### src/hdl/shxfe_pkg.sv
package shxfe_pkg;

	localparam logic [7:0]  SYNC_FIRST  = 8'h55;
	localparam logic [7:0]  SYNC_SECOND = 8'hAA;
	localparam logic [7:0]  TRAIL_BYTE  = 8'h00;
	localparam logic [15:0] LEN_ADJUST  = 16'd7;

	localparam logic MODE_START = 1'b0;
	localparam logic MODE_DATA  = 1'b1;

	// byte positions within one frame beat sequence
	localparam logic [2:0] POS_SYNC1 = 3'd0;
	localparam logic [2:0] POS_SYNC2 = 3'd1;
	localparam logic [2:0] POS_LENHI = 3'd2;
	localparam logic [2:0] POS_LENLO = 3'd3;
	localparam logic [2:0] POS_BODY  = 3'd4;
	localparam logic [2:0] POS_TRAIL = 3'd5;
	localparam logic [2:0] POS_CHECK = 3'd6;

	localparam int QDEPTH = 4;
	localparam int QPTR_W = $clog2(QDEPTH);
	localparam int QCNT_W = $clog2(QDEPTH + 1);

	typedef struct packed {
		logic       is_start;
		logic       close;
		logic [7:0] len_hi;
		logic [7:0] len_lo;
		logic [7:0] body;
		logic [7:0] check;
	} shxfe_job_t;

endpackage

### src/hdl/shxfe_front.sv
module shxfe_front (
	input  logic                     clk,
	input  logic                     arst_n,
	input  logic                     in_valid,
	input  logic                     in_stall,
	input  logic                     mode,
	input  logic [15:0]              payload_length,
	input  logic [7:0]               frame_type,
	input  logic [7:0]               payload_byte,
	output logic                     push,
	output shxfe_pkg::shxfe_job_t    job
);

	logic        open_q;
	logic [15:0] remaining_q;
	logic [7:0]  csum_q;

	logic        accept;
	logic [15:0] total;
	logic [7:0]  hdr_sum;
	logic [7:0]  data_sum;
	logic        len_zero;
	logic        data_last;

	assign accept    = in_valid && !in_stall;
	assign total     = payload_length + shxfe_pkg::LEN_ADJUST;
	assign hdr_sum   = shxfe_pkg::SYNC_FIRST ^ shxfe_pkg::SYNC_SECOND ^ total[15:8]
		^ total[7:0] ^ frame_type;
	assign data_sum  = csum_q ^ payload_byte;
	assign len_zero  = (payload_length == 16'd0);
	assign data_last = (remaining_q == 16'd1);

	assign push = accept && ((mode == shxfe_pkg::MODE_START) || open_q);

	always_comb begin
		job.is_start = (mode == shxfe_pkg::MODE_START);
		job.len_hi   = total[15:8];
		job.len_lo   = total[7:0];
		if (mode == shxfe_pkg::MODE_START) begin
			job.close = len_zero;
			job.body  = frame_type;
			job.check = hdr_sum;
		end else begin
			job.close = data_last;
			job.body  = payload_byte;
			job.check = data_sum;
		end
	end

	always_ff @(posedge clk or negedge arst_n) begin
		if (!arst_n) begin
			open_q      <= 1'b0;
			remaining_q <= 16'd0;
			csum_q      <= 8'd0;
		end else if (push) begin
			if (job.close) begin
				open_q      <= 1'b0;
				remaining_q <= 16'd0;
				csum_q      <= 8'd0;
			end else if (mode == shxfe_pkg::MODE_START) begin
				open_q      <= 1'b1;
				remaining_q <= payload_length;
				csum_q      <= hdr_sum;
			end else begin
				remaining_q <= remaining_q - 16'd1;
				csum_q      <= data_sum;
			end
		end
	end

	a_open_nonzero: assert property (@(posedge clk) disable iff (!arst_n)
		open_q |-> (remaining_q != 16'd0))
		else $error("open frame with no bytes remaining");

endmodule

### src/hdl/shxfe_queue.sv
module shxfe_queue (
	input  logic                     clk,
	input  logic                     arst_n,
	input  logic                     push,
	input  shxfe_pkg::shxfe_job_t    wr_job,
	input  logic                     pop,
	output shxfe_pkg::shxfe_job_t    rd_job,
	output logic                     empty,
	output logic                     full
);

	shxfe_pkg::shxfe_job_t              mem_q [shxfe_pkg::QDEPTH];
	logic [shxfe_pkg::QPTR_W-1:0]      wr_ptr_q;
	logic [shxfe_pkg::QPTR_W-1:0]      rd_ptr_q;
	logic [shxfe_pkg::QCNT_W-1:0]      count_q;

	assign empty  = (count_q == '0);
	assign full   = (count_q == shxfe_pkg::QCNT_W'(shxfe_pkg::QDEPTH));
	assign rd_job = mem_q[rd_ptr_q];

	always_ff @(posedge clk) begin
		if (push) begin
			mem_q[wr_ptr_q] <= wr_job;
		end
	end

	always_ff @(posedge clk or negedge arst_n) begin
		if (!arst_n) begin
			wr_ptr_q <= '0;
			rd_ptr_q <= '0;
			count_q  <= '0;
		end else begin
			if (push) begin
				wr_ptr_q <= wr_ptr_q + 1'b1;
			end
			if (pop) begin
				rd_ptr_q <= rd_ptr_q + 1'b1;
			end
			unique case ({push, pop})
				2'b10:   count_q <= count_q + 1'b1;
				2'b01:   count_q <= count_q - 1'b1;
				default: count_q <= count_q;
			endcase
		end
	end

	a_no_overflow: assert property (@(posedge clk) disable iff (!arst_n)
		!(push && full))
		else $error("push into full queue");

	a_no_underflow: assert property (@(posedge clk) disable iff (!arst_n)
		!(pop && empty))
		else $error("pop from empty queue");

	a_count_range: assert property (@(posedge clk) disable iff (!arst_n)
		count_q <= shxfe_pkg::QCNT_W'(shxfe_pkg::QDEPTH))
		else $error("queue count out of range");

endmodule

### src/hdl/shxfe_back.sv
module shxfe_back (
	input  logic                     clk,
	input  logic                     arst_n,
	input  shxfe_pkg::shxfe_job_t    job,
	input  logic                     empty,
	output logic                     pop,
	output logic                     out_valid,
	input  logic                     out_stall,
	output logic [7:0]               out_byte,
	output logic                     frame_done,
	output logic                     run_last
);

	logic [2:0] idx_q;
	logic       valid_q;
	logic [7:0] byte_q;
	logic       done_q;
	logic       last_q;

	logic       advance;
	logic       load;
	logic [2:0] pos;
	logic [2:0] last_pos;
	logic       job_last;
	logic [7:0] sel_byte;

	assign advance  = !valid_q || !out_stall;
	assign load     = advance && !empty;
	assign pos      = job.is_start ? idx_q : idx_q + shxfe_pkg::POS_BODY;
	assign last_pos = job.close ? shxfe_pkg::POS_CHECK : shxfe_pkg::POS_BODY;
	assign job_last = (pos == last_pos);
	assign pop      = load && job_last;

	always_comb begin
		unique case (pos)
			shxfe_pkg::POS_SYNC1: sel_byte = shxfe_pkg::SYNC_FIRST;
			shxfe_pkg::POS_SYNC2: sel_byte = shxfe_pkg::SYNC_SECOND;
			shxfe_pkg::POS_LENHI: sel_byte = job.len_hi;
			shxfe_pkg::POS_LENLO: sel_byte = job.len_lo;
			shxfe_pkg::POS_BODY:  sel_byte = job.body;
			shxfe_pkg::POS_TRAIL: sel_byte = shxfe_pkg::TRAIL_BYTE;
			default:              sel_byte = job.check;
		endcase
	end

	always_ff @(posedge clk or negedge arst_n) begin
		if (!arst_n) begin
			idx_q   <= 3'd0;
			valid_q <= 1'b0;
		end else begin
			if (advance) begin
				valid_q <= !empty;
			end
			if (load) begin
				idx_q <= job_last ? 3'd0 : idx_q + 3'd1;
			end
		end
	end

	always_ff @(posedge clk) begin
		if (load) begin
			byte_q <= sel_byte;
			done_q <= (pos == shxfe_pkg::POS_CHECK);
			last_q <= job_last;
		end
	end

	assign out_valid  = valid_q;
	assign out_byte   = byte_q;
	assign frame_done = done_q;
	assign run_last   = last_q;

	a_idx_range: assert property (@(posedge clk) disable iff (!arst_n)
		idx_q <= shxfe_pkg::POS_CHECK)
		else $error("byte index out of range");

	a_done_is_last: assert property (@(posedge clk) disable iff (!arst_n)
		valid_q && done_q |-> last_q)
		else $error("frame close beat not last of its item");

endmodule

### src/hdl/sync_header_xor_frame_encoder.sv
// Sync-header frame encoder with XOR check byte.
// Input channel (in_valid / in_stall): mode 0 starts a frame from payload_length
// and frame_type; mode 1 carries one payload_byte. A data beat with no frame open
// is dropped; a start beat abandons any open frame.
// Output channel (out_valid / out_stall): one frame byte per beat. frame_done marks
// the check byte, run_last the final byte caused by one input beat.
// A start beat yields 5 bytes (7 for a zero length), a data beat 1 (3 when final).
// An accepted item enters the job queue, then the output byte register.
// Throughput: one input beat per cycle while each item yields one byte and the
// output is not stalled; the output register emits one byte per cycle unless
// out_stall holds it, so an item holds the back end until all its bytes are out.
// A 4-entry job queue sits between the classifying front end and the byte
// sequencer; in_stall rises only while that queue is full, so the output side
// can stall for a while without stalling the input.
// Reset (arst_n low) empties the queue, closes any frame and clears the checksum.
module sync_header_xor_frame_encoder (
	input  logic        clk,
	input  logic        arst_n,
	input  logic        in_valid,
	output logic        in_stall,
	input  logic        mode,
	input  logic [15:0] payload_length,
	input  logic [7:0]  frame_type,
	input  logic [7:0]  payload_byte,
	output logic        out_valid,
	input  logic        out_stall,
	output logic [7:0]  out_byte,
	output logic        frame_done,
	output logic        run_last
);

	shxfe_pkg::shxfe_job_t wr_job;
	shxfe_pkg::shxfe_job_t rd_job;
	logic                  push;
	logic                  pop;
	logic                  q_empty;
	logic                  q_full;

	assign in_stall = q_full;

	shxfe_front u_front (
		.clk            (clk),
		.arst_n         (arst_n),
		.in_valid       (in_valid),
		.in_stall       (q_full),
		.mode           (mode),
		.payload_length (payload_length),
		.frame_type     (frame_type),
		.payload_byte   (payload_byte),
		.push           (push),
		.job            (wr_job)
	);

	shxfe_queue u_queue (
		.clk    (clk),
		.arst_n (arst_n),
		.push   (push),
		.wr_job (wr_job),
		.pop    (pop),
		.rd_job (rd_job),
		.empty  (q_empty),
		.full   (q_full)
	);

	shxfe_back u_back (
		.clk        (clk),
		.arst_n     (arst_n),
		.job        (rd_job),
		.empty      (q_empty),
		.pop        (pop),
		.out_valid  (out_valid),
		.out_stall  (out_stall),
		.out_byte   (out_byte),
		.frame_done (frame_done),
		.run_last   (run_last)
	);

endmodule

### config.mk
export PLATFORM = sky130hd
export DESIGN_NAME = sync_header_xor_frame_encoder
export DESIGN_NICKNAME = d
export VERILOG_FILES = /design/src/hdl/shxfe_pkg.sv /design/src/hdl/shxfe_front.sv /design/src/hdl/shxfe_queue.sv /design/src/hdl/shxfe_back.sv /design/src/hdl/sync_header_xor_frame_encoder.sv
export SDC_FILE = /design/constraint.sdc
export NUM_CORES = 1
export LEC_CHECK = 0
export ABC_CLOCK_PERIOD_IN_PS = 4300
export BUFFER_PORTS_ARGS = -buffer_cell sky130_fd_sc_hd__buf_2
export CAP_MARGIN = 20
export CORE_MARGIN = 2
export CORE_UTILIZATION = 61
export CTS_BUF_LIST = sky130_fd_sc_hd__clkbuf_16
export CTS_CLUSTER_SIZE = 24
export DETAILED_ROUTE_END_ITERATION = 16
export PLACE_DENSITY_LB_ADDON = 0.3
export RECOVER_POWER = 25
export SLEW_MARGIN = 30
export SYNTH_ARGS = -nofsm -noshare
export SYNTH_HDL_FRONTEND = slang
export SYNTH_SLANG_ARGS = --single-unit
### constraint.sdc
create_clock -name clk -period 4.3 [get_ports clk]
set_input_delay 0 -clock clk [delete_from_list [all_inputs] [get_ports clk]]
set_output_delay 0 -clock clk [all_outputs]
set_load 0.1 [all_outputs]
Word level (Yosys, flattened, before mapping) --
Memories as Yosys holds them, arrays and structs flattened. Index checks and enable logic that the tools add are counted. W data, S select, Z words.
Operators by class: add/subtract/negate cells 8, equal/unequal tests 12, mux-type cells 15, bitwise operators 5, reductions and logical operators 15
Operators by type and width (number):
- $mux W16 | 3
- $pmux W8 S6 | 1
- $xor A8 B8 Y8 | 3
- $add A16 B3 Y16 const B | 1
- $eq A16 B1 Y1 const B | 1
- $logic_not A16 Y1 | 1
- $mux W8 | 2
- $sub A16 B1 Y16 const B | 1
- $eq A3 B3 Y1 const B | 4
- $not A8 Y8 | 1
- $add A3 B1 Y3 const B | 2
- $eq A3 B2 Y1 const B | 2
- $logic_not A3 Y1 | 2
- $mux W3 | 2
- $pmux W3 S2 | 1
- $mux W1 | 5
- $add A2 B1 Y2 const B | 2
- $logic_and A1 B1 Y1 | 4
- $logic_not A1 Y1 | 4
- $add A3 B3 Y3 const B | 1
- $eq A3 B1 Y1 const B | 1
- $eq A3 B3 Y1 | 1
- $sub A3 B1 Y3 const B | 1
- $eq A2 B1 Y1 const B | 1
- 7 further kinds | 8
Storage, ports and cells: bits in registers 46, RAM bits 136, input port bits 37, word-level logic and storage cells 67, memories kept 1
Memory list:
- u_queue.mem_q | words 4, bits a word 34, rd ports 1, clocked after memory_dff 0, wr ports 1, RTL line shxfe_queue.sv:12 | shxfe_pkg::shxfe_job_t mem_q [shxfe_pkg::QDEPTH];

Logic depth before layout (Yosys ltp) --
word-level depth 6, gate-level depth with buffers 11, gate-level depth less buffers 9

Hierarchy --
From an unflattened synthesis, not the netlist that was laid out.
Unflattened totals: cell total of the unflattened synthesis 581, area, all modules 8729.6 sq um
By module, submodules not included:
- shxfe_queue | times used 1, cells each 215, area an instance 5357.6 sq um, seq. area each 4259.1 sq um
- shxfe_front | times used 1, cells each 291, area an instance 2511.2 sq um, seq. area each 625.6 sq um
- shxfe_back | times used 1, cells each 75, area an instance 860.8 sq um, seq. area each 400.4 sq um

Worst setup path after synthesis --
OpenSTA, ideal clock, no wires.
path type reg2reg, start register u_queue.count_q[2] (netlist name), end memory u_queue.mem_q[0][0] (netlist name) (enable), setup time 0.425 ns, arrival time 2.902 ns, required time 3.875 ns, setup slack 0.973 ns, cell stages (with the launch flop) 7, buffers on the path 3, period minus slack after synthesis 3.327 ns, cell sequence dfrtp_1 or3b_2 clkbuf_1 nand3_1 clkbuf_1 buf_1 nor2_1
Between the ends: longest elaborated chain between the ends 6
Ends and longest elaborated chain:
- start: declaration | RTL line shxfe_queue.sv:15 | logic [shxfe_pkg::QCNT_W-1:0] count_q;
- start signal: assignment | RTL line shxfe_queue.sv:40 | 2'b10: count_q <= count_q + 1'b1;
- start signal: assignment | RTL line shxfe_queue.sv:41 | 2'b01: count_q <= count_q - 1'b1;
- start signal: assignment | RTL line shxfe_queue.sv:42 | default: count_q <= count_q;
- $eq A3 B3 Y1 | RTL line shxfe_queue.sv:18 | assign full = (count_q == shxfe_pkg::QCNT_W'(shxfe_pkg::QDEPTH));
- $logic_not A1 Y1 | RTL line shxfe_front.sv:25 | assign accept = in_valid && !in_stall;
- $logic_and A1 B1 Y1 | RTL line shxfe_front.sv:25
- $logic_and A1 B1 Y1 | RTL line shxfe_front.sv:33 | assign push = accept && ((mode == shxfe_pkg::MODE_START) || open_q);
- $mux W1 | RTL line shxfe_queue.sv:22 | if (push) begin
- $mux W1 (implied by the code) | RTL line shxfe_queue.sv:23 | mem_q[wr_ptr_q] <= wr_job;
- end: declaration | RTL line shxfe_queue.sv:12
No other way between the ends.

Worst setup path in the final report --
start register u_queue.rd_ptr_q[0] (netlist name), end register u_queue.count_q[2] (netlist name)
Between the ends: longest elaborated chain between the ends 6
Ends and longest elaborated chain:
- start: declaration | RTL line shxfe_queue.sv:14 | logic [shxfe_pkg::QPTR_W-1:0] rd_ptr_q;
- start signal: assignment | RTL line shxfe_queue.sv:37 | rd_ptr_q <= rd_ptr_q + 1'b1;
- $mem_v2 Z4 W34 (*)
- $mux W3 or $mux W2 (tied branches) | RTL line shxfe_back.sv:29, shxfe_back.sv:30
- $eq A3 B3 Y1 (*) | RTL line shxfe_back.sv:31 | assign job_last = (pos == last_pos);
- $logic_and A1 B1 Y1 (*) | RTL line shxfe_back.sv:32 | assign pop = load && job_last;
- net pop | RTL line sync_header_xor_frame_encoder.sv:35 | logic pop;
- $eq A2 B1 Y1 or $eq A2 B2 Y1 (tied branches) | RTL line shxfe_queue.sv:39 | unique case ({push, pop})
- $pmux W3 S2 or $reduce_bool A2 Y1 (tied branches)
The timed path passes the listed nets; every way through them passes the cells marked *. A chain may end at the register's enable or synchronous reset.

==> results.txt <==
The iteration-0 DRC count of the detailed router is 636, and the slack of the worst reg-to-reg path is 730 ps. The maximum clock insertion buffer count was 2. The commonest non-fill, non-tap cell in the layout is sky130_fd_sc_hd__edfxtp_1. The routed length per instance came out at 23.0 um. Yosys printed 0 warnings.

Across the run, the number of max-cap violations was 2. The worst hold path terminates at u_front.remaining_q[6]$_DFFE_PN0P_. The run gives 0 as the post-CTS setup buffer count.

Summing every instance area after synthesis gives 0.00848 mm2. The global placer's final weighted congestion was 0.876; the static leakage was 0.00350 uW. The count of final setup violators is 0, and the I/O pin total is 49.

The flow ran to the end, but the final reports show violations. Setup repair after global routing left no endpoint under its margin. The worst setup path is launched from a flip-flop. The total DRC errors in the routed layout came out at 0. For this configuration, the core starts out at a cell density of 61.8%. Summed over its instances, the top area cell type makes up 51.7% of the synthesized netlist area.

The tools report the routed via count as 5,402. For the worst flop-to-flop path, the logic depth is 9. Data arrives at the worst endpoint at 3920 ps.

Measured against its own limit, the worst slew margin works out to -55.2%. Tracing the worst setup path back leads to its startpoint at u_queue.rd_ptr_q[0]$_DFFE_PN0P_. The power density over the cells works out to 694 mW/mm2. The first global-routing pass estimated 30.5 mm of wire. Final setup TNS: 0 ps. The required time at the endpoint of the critical path was 4650 ps; the core area was 0.0137 mm2. The synthesized area per cell was 14.5 um2; the overall die area was 0.0149 mm2. Row generation in the floorplan step produced 43 rows. The cell count after synthesis is 583, and the shortest clock period the worst path allows after layout is 3570 ps.

The number of global-route vias before repair was 5,391; the slew at the pin closest to its max-slew limit was 2330 ps. Clock insertion delay at the later pin of the skew report: 430 ps. The endpoint identified for the worst register-to-register timing path is u_queue.count_q[2]$_DFFE_PN0P_. The tools report the clock sink count as 182. Gates resized during post-CTS repair numbered 0. Counting distinct cell types in the post-synthesis netlist gives 55. In this run the clock root is driven by a sky130_fd_sc_hd__clkbuf_16.

The first detailed-routing pass took 5 iterations. The startpoint identified for the worst hold timing path is payload_length[6]. The total length of routed wires was 19.4 mm; the all-layer global routing usage was 28.5%. For the maximum level of the CTS H-tree, the log shows 4. The worst-case IR drop observed on VDD is 0.318 mV. Along the worst path, the maximum fanout reaches 14. Summed over all layers, the global routing overflow is 0. The part of the cycle the worst path needs came out at 83.0%. STA classifies the critical path endpoint as a flip-flop. The checks that failed: max-capacitance violations, max-slew violations. The run gives 76 as the number of pins exceeding their max-slew limit in the final report. The run gives 703 as the net count reported at finish.

Across the routed clock network, the largest skew measured is 8.66 ps. The number of nets in the synthesized netlist is 634. The largest total area in the synthesized netlist belongs to sky130_fd_sc_hd__edfxtp_1. In this run the remaining antenna-violating nets after routing total 0. The number of antenna violations at the first check in global routing was 0; the number of instances on the worst hold path was 3. Derived from the worst setup path, the maximum achievable clock frequency is 280 MHz.

Minimum setup slack in the final design: 731 ps. Entering global routing, the biggest net connects 39 pins. The wire-length estimate of the detail-placed layout is 12.8 mm.

The worst slack after detailed placement came out at 773 ps. In the routed layout, each cell is associated on average with a via count of 6.39. The number of antenna diodes in the final layout is 0. In this run the tool buffered the top-level ports with 48 buffer cells. Summing the sequential cell areas from Yosys gives 62.4% of the chip area.

The clock-pin transition on the worst setup and hold timing paths came out at 70 ps. The start-to-end type of the worst setup path is flip-flop to flip-flop. The tools report the hold violation count in the final report as 0.

Sorting the synthesized cells by area gives the leading types as sky130_fd_sc_hd__edfxtp_1 (52%), sky130_fd_sc_hd__dfrtp_1 (11%), sky130_fd_sc_hd__mux4_2 (9.0%). The worst hold path belongs to the class input pin to flip-flop. The synthesized design contains 182 register bits.

The fraction of layout cells with a size suffix above 1 was 18.8%. The die is 122 um wide. The area growth from synthesis to layout is 15.6%. In this run the vertical extent of the chip is 122 um. TritonCTS built the clock tree.

The most used flip-flop cell after synthesis is sky130_fd_sc_hd__edfxtp_1. In the layout the commonest cells are sky130_fd_sc_hd__edfxtp_1 (146), sky130_fd_sc_hd__o21ai_0 (38), sky130_fd_sc_hd__dfrtp_1 (35). The tools report the launch point of the worst reg-to-reg path as u_queue.rd_ptr_q[0]$_DFFE_PN0P_. The number of clock buffers added by TritonCTS is 17. The number of enable flip-flop cells after synthesis is 146, and the fraction of synthesis flops using an asynchronous set or reset pin is 19.8%.
-- registers in the layout, summed over array words and instances (netlist names) --
name	flops
u_back.frame_done	1
u_queue.count_q	3
u_back.idx_q	3
u_back.out_valid	1
u_queue.wr_ptr_q	2
u_front.remaining_q	16
u_front.open_q	1
u_back.out_byte	8
u_back.run_last	1
u_front.csum_q	8
u_queue.mem_q	136
u_queue.rd_ptr_q	2
-- worst max-delay path, stage by stage, from the launching register on --
cell and delay (ps):
sky130_fd_sc_hd__dfrtp_2 640, sky130_fd_sc_hd__mux4_2 600, sky130_fd_sc_hd__xor2_1 270, sky130_fd_sc_hd__nor4_1 760
sky130_fd_sc_hd__ha_1 340, sky130_fd_sc_hd__inv_1 70, sky130_fd_sc_hd__fa_1 390, sky130_fd_sc_hd__xor2_1 160
sky130_fd_sc_hd__nor2_1 110, sky130_fd_sc_hd__xor2_1 150
-- cells by family after synthesis --
group / synth area share [%]
multiplexers: 10.7
AND/OR/NAND/NOR: 8.59
buffers and inverters: 2.83
adder cells (fa/ha/maj): 2.16
flip-flops: 62.4
XOR/XNOR: 5.36
AO/OA/AOI/OAI: 8.00
-- synth_stat cells (all sizes together), types with 8 or more instances --
cell type and n:
inv 24, xor2 17, clkbuf 24, nand4 8
xnor2 19, nor2 28, nand3 8, ha 13
a22oi 17, mux2 9, edfxtp 146, nor3 14
dfrtp 36, mux4 34, buf 9, nand2 33
nand2b 8, o21ai 40
-- per-stage QoR --
step                instance area [um2]  util (%)  hold slack [ps]  cells  power, uW
finish                             9800      71.4             26.3    845       6810
global route                       9800      71.4             30.1    845       7150
CTS                                9820      71.6             3.33    845       6840
detailed placement                 8970      65.4              190    785       5300
global placement                   8860      64.6              175    781       5130
floorplan                          8480         -             -296    583       4610
-- what timing repair did --
action / 4_1_cts / 5_1_grt
hold endpoints to repair: 82 / 0
hold buffers: 28 / 0
endpoints found under the setup margin: 0 / 0
-- final cells by class --
cell class / instances / area, um2
flip-flops and latches: 182 / 5290
repair buffers: 83 / 636
multi-input cells: 343 / 2990
inverters: 25 / 98.8
clock inverters: 15 / 141
clock buffers: 17 / 425
well taps: 180 / 225
fillers: 875 / 3920
-- power breakdown --
group          switching (uW)  total (uW)  internal, uW
registers                 328        2810          2490
clock network             691        1500           813
logic                    1560        2490           924
-- worst max path at each step --
stage                                endpoint  slack [ps]  depth (start not counted)
2_1_floorplan   u_queue.mem_q[0][0]$_DFFE_PP_         970                          6
3_3_place_gp   u_queue.count_q[2]$_DFFE_PN0P_         860                          9
3_5_place_dp   u_queue.count_q[2]$_DFFE_PN0P_         770                          9
4_1_cts        u_queue.count_q[2]$_DFFE_PN0P_         690                          9
5_1_grt        u_queue.count_q[2]$_DFFE_PN0P_         490                          9
6_report       u_queue.count_q[2]$_DFFE_PN0P_         730                          9
-- metal layers --
| metal | track usage, % | part of all wire, % |
|---|---|---|
| met2 | 44.8 | 50 |
| met1 | 39.5 | 40 |
| met3 | 6.93 | 7.7 |
| met4 | 9.99 | 1.8 |
| met5 | 0 | 0 |
Note: power is estimated with default switching activity, not from simulation.
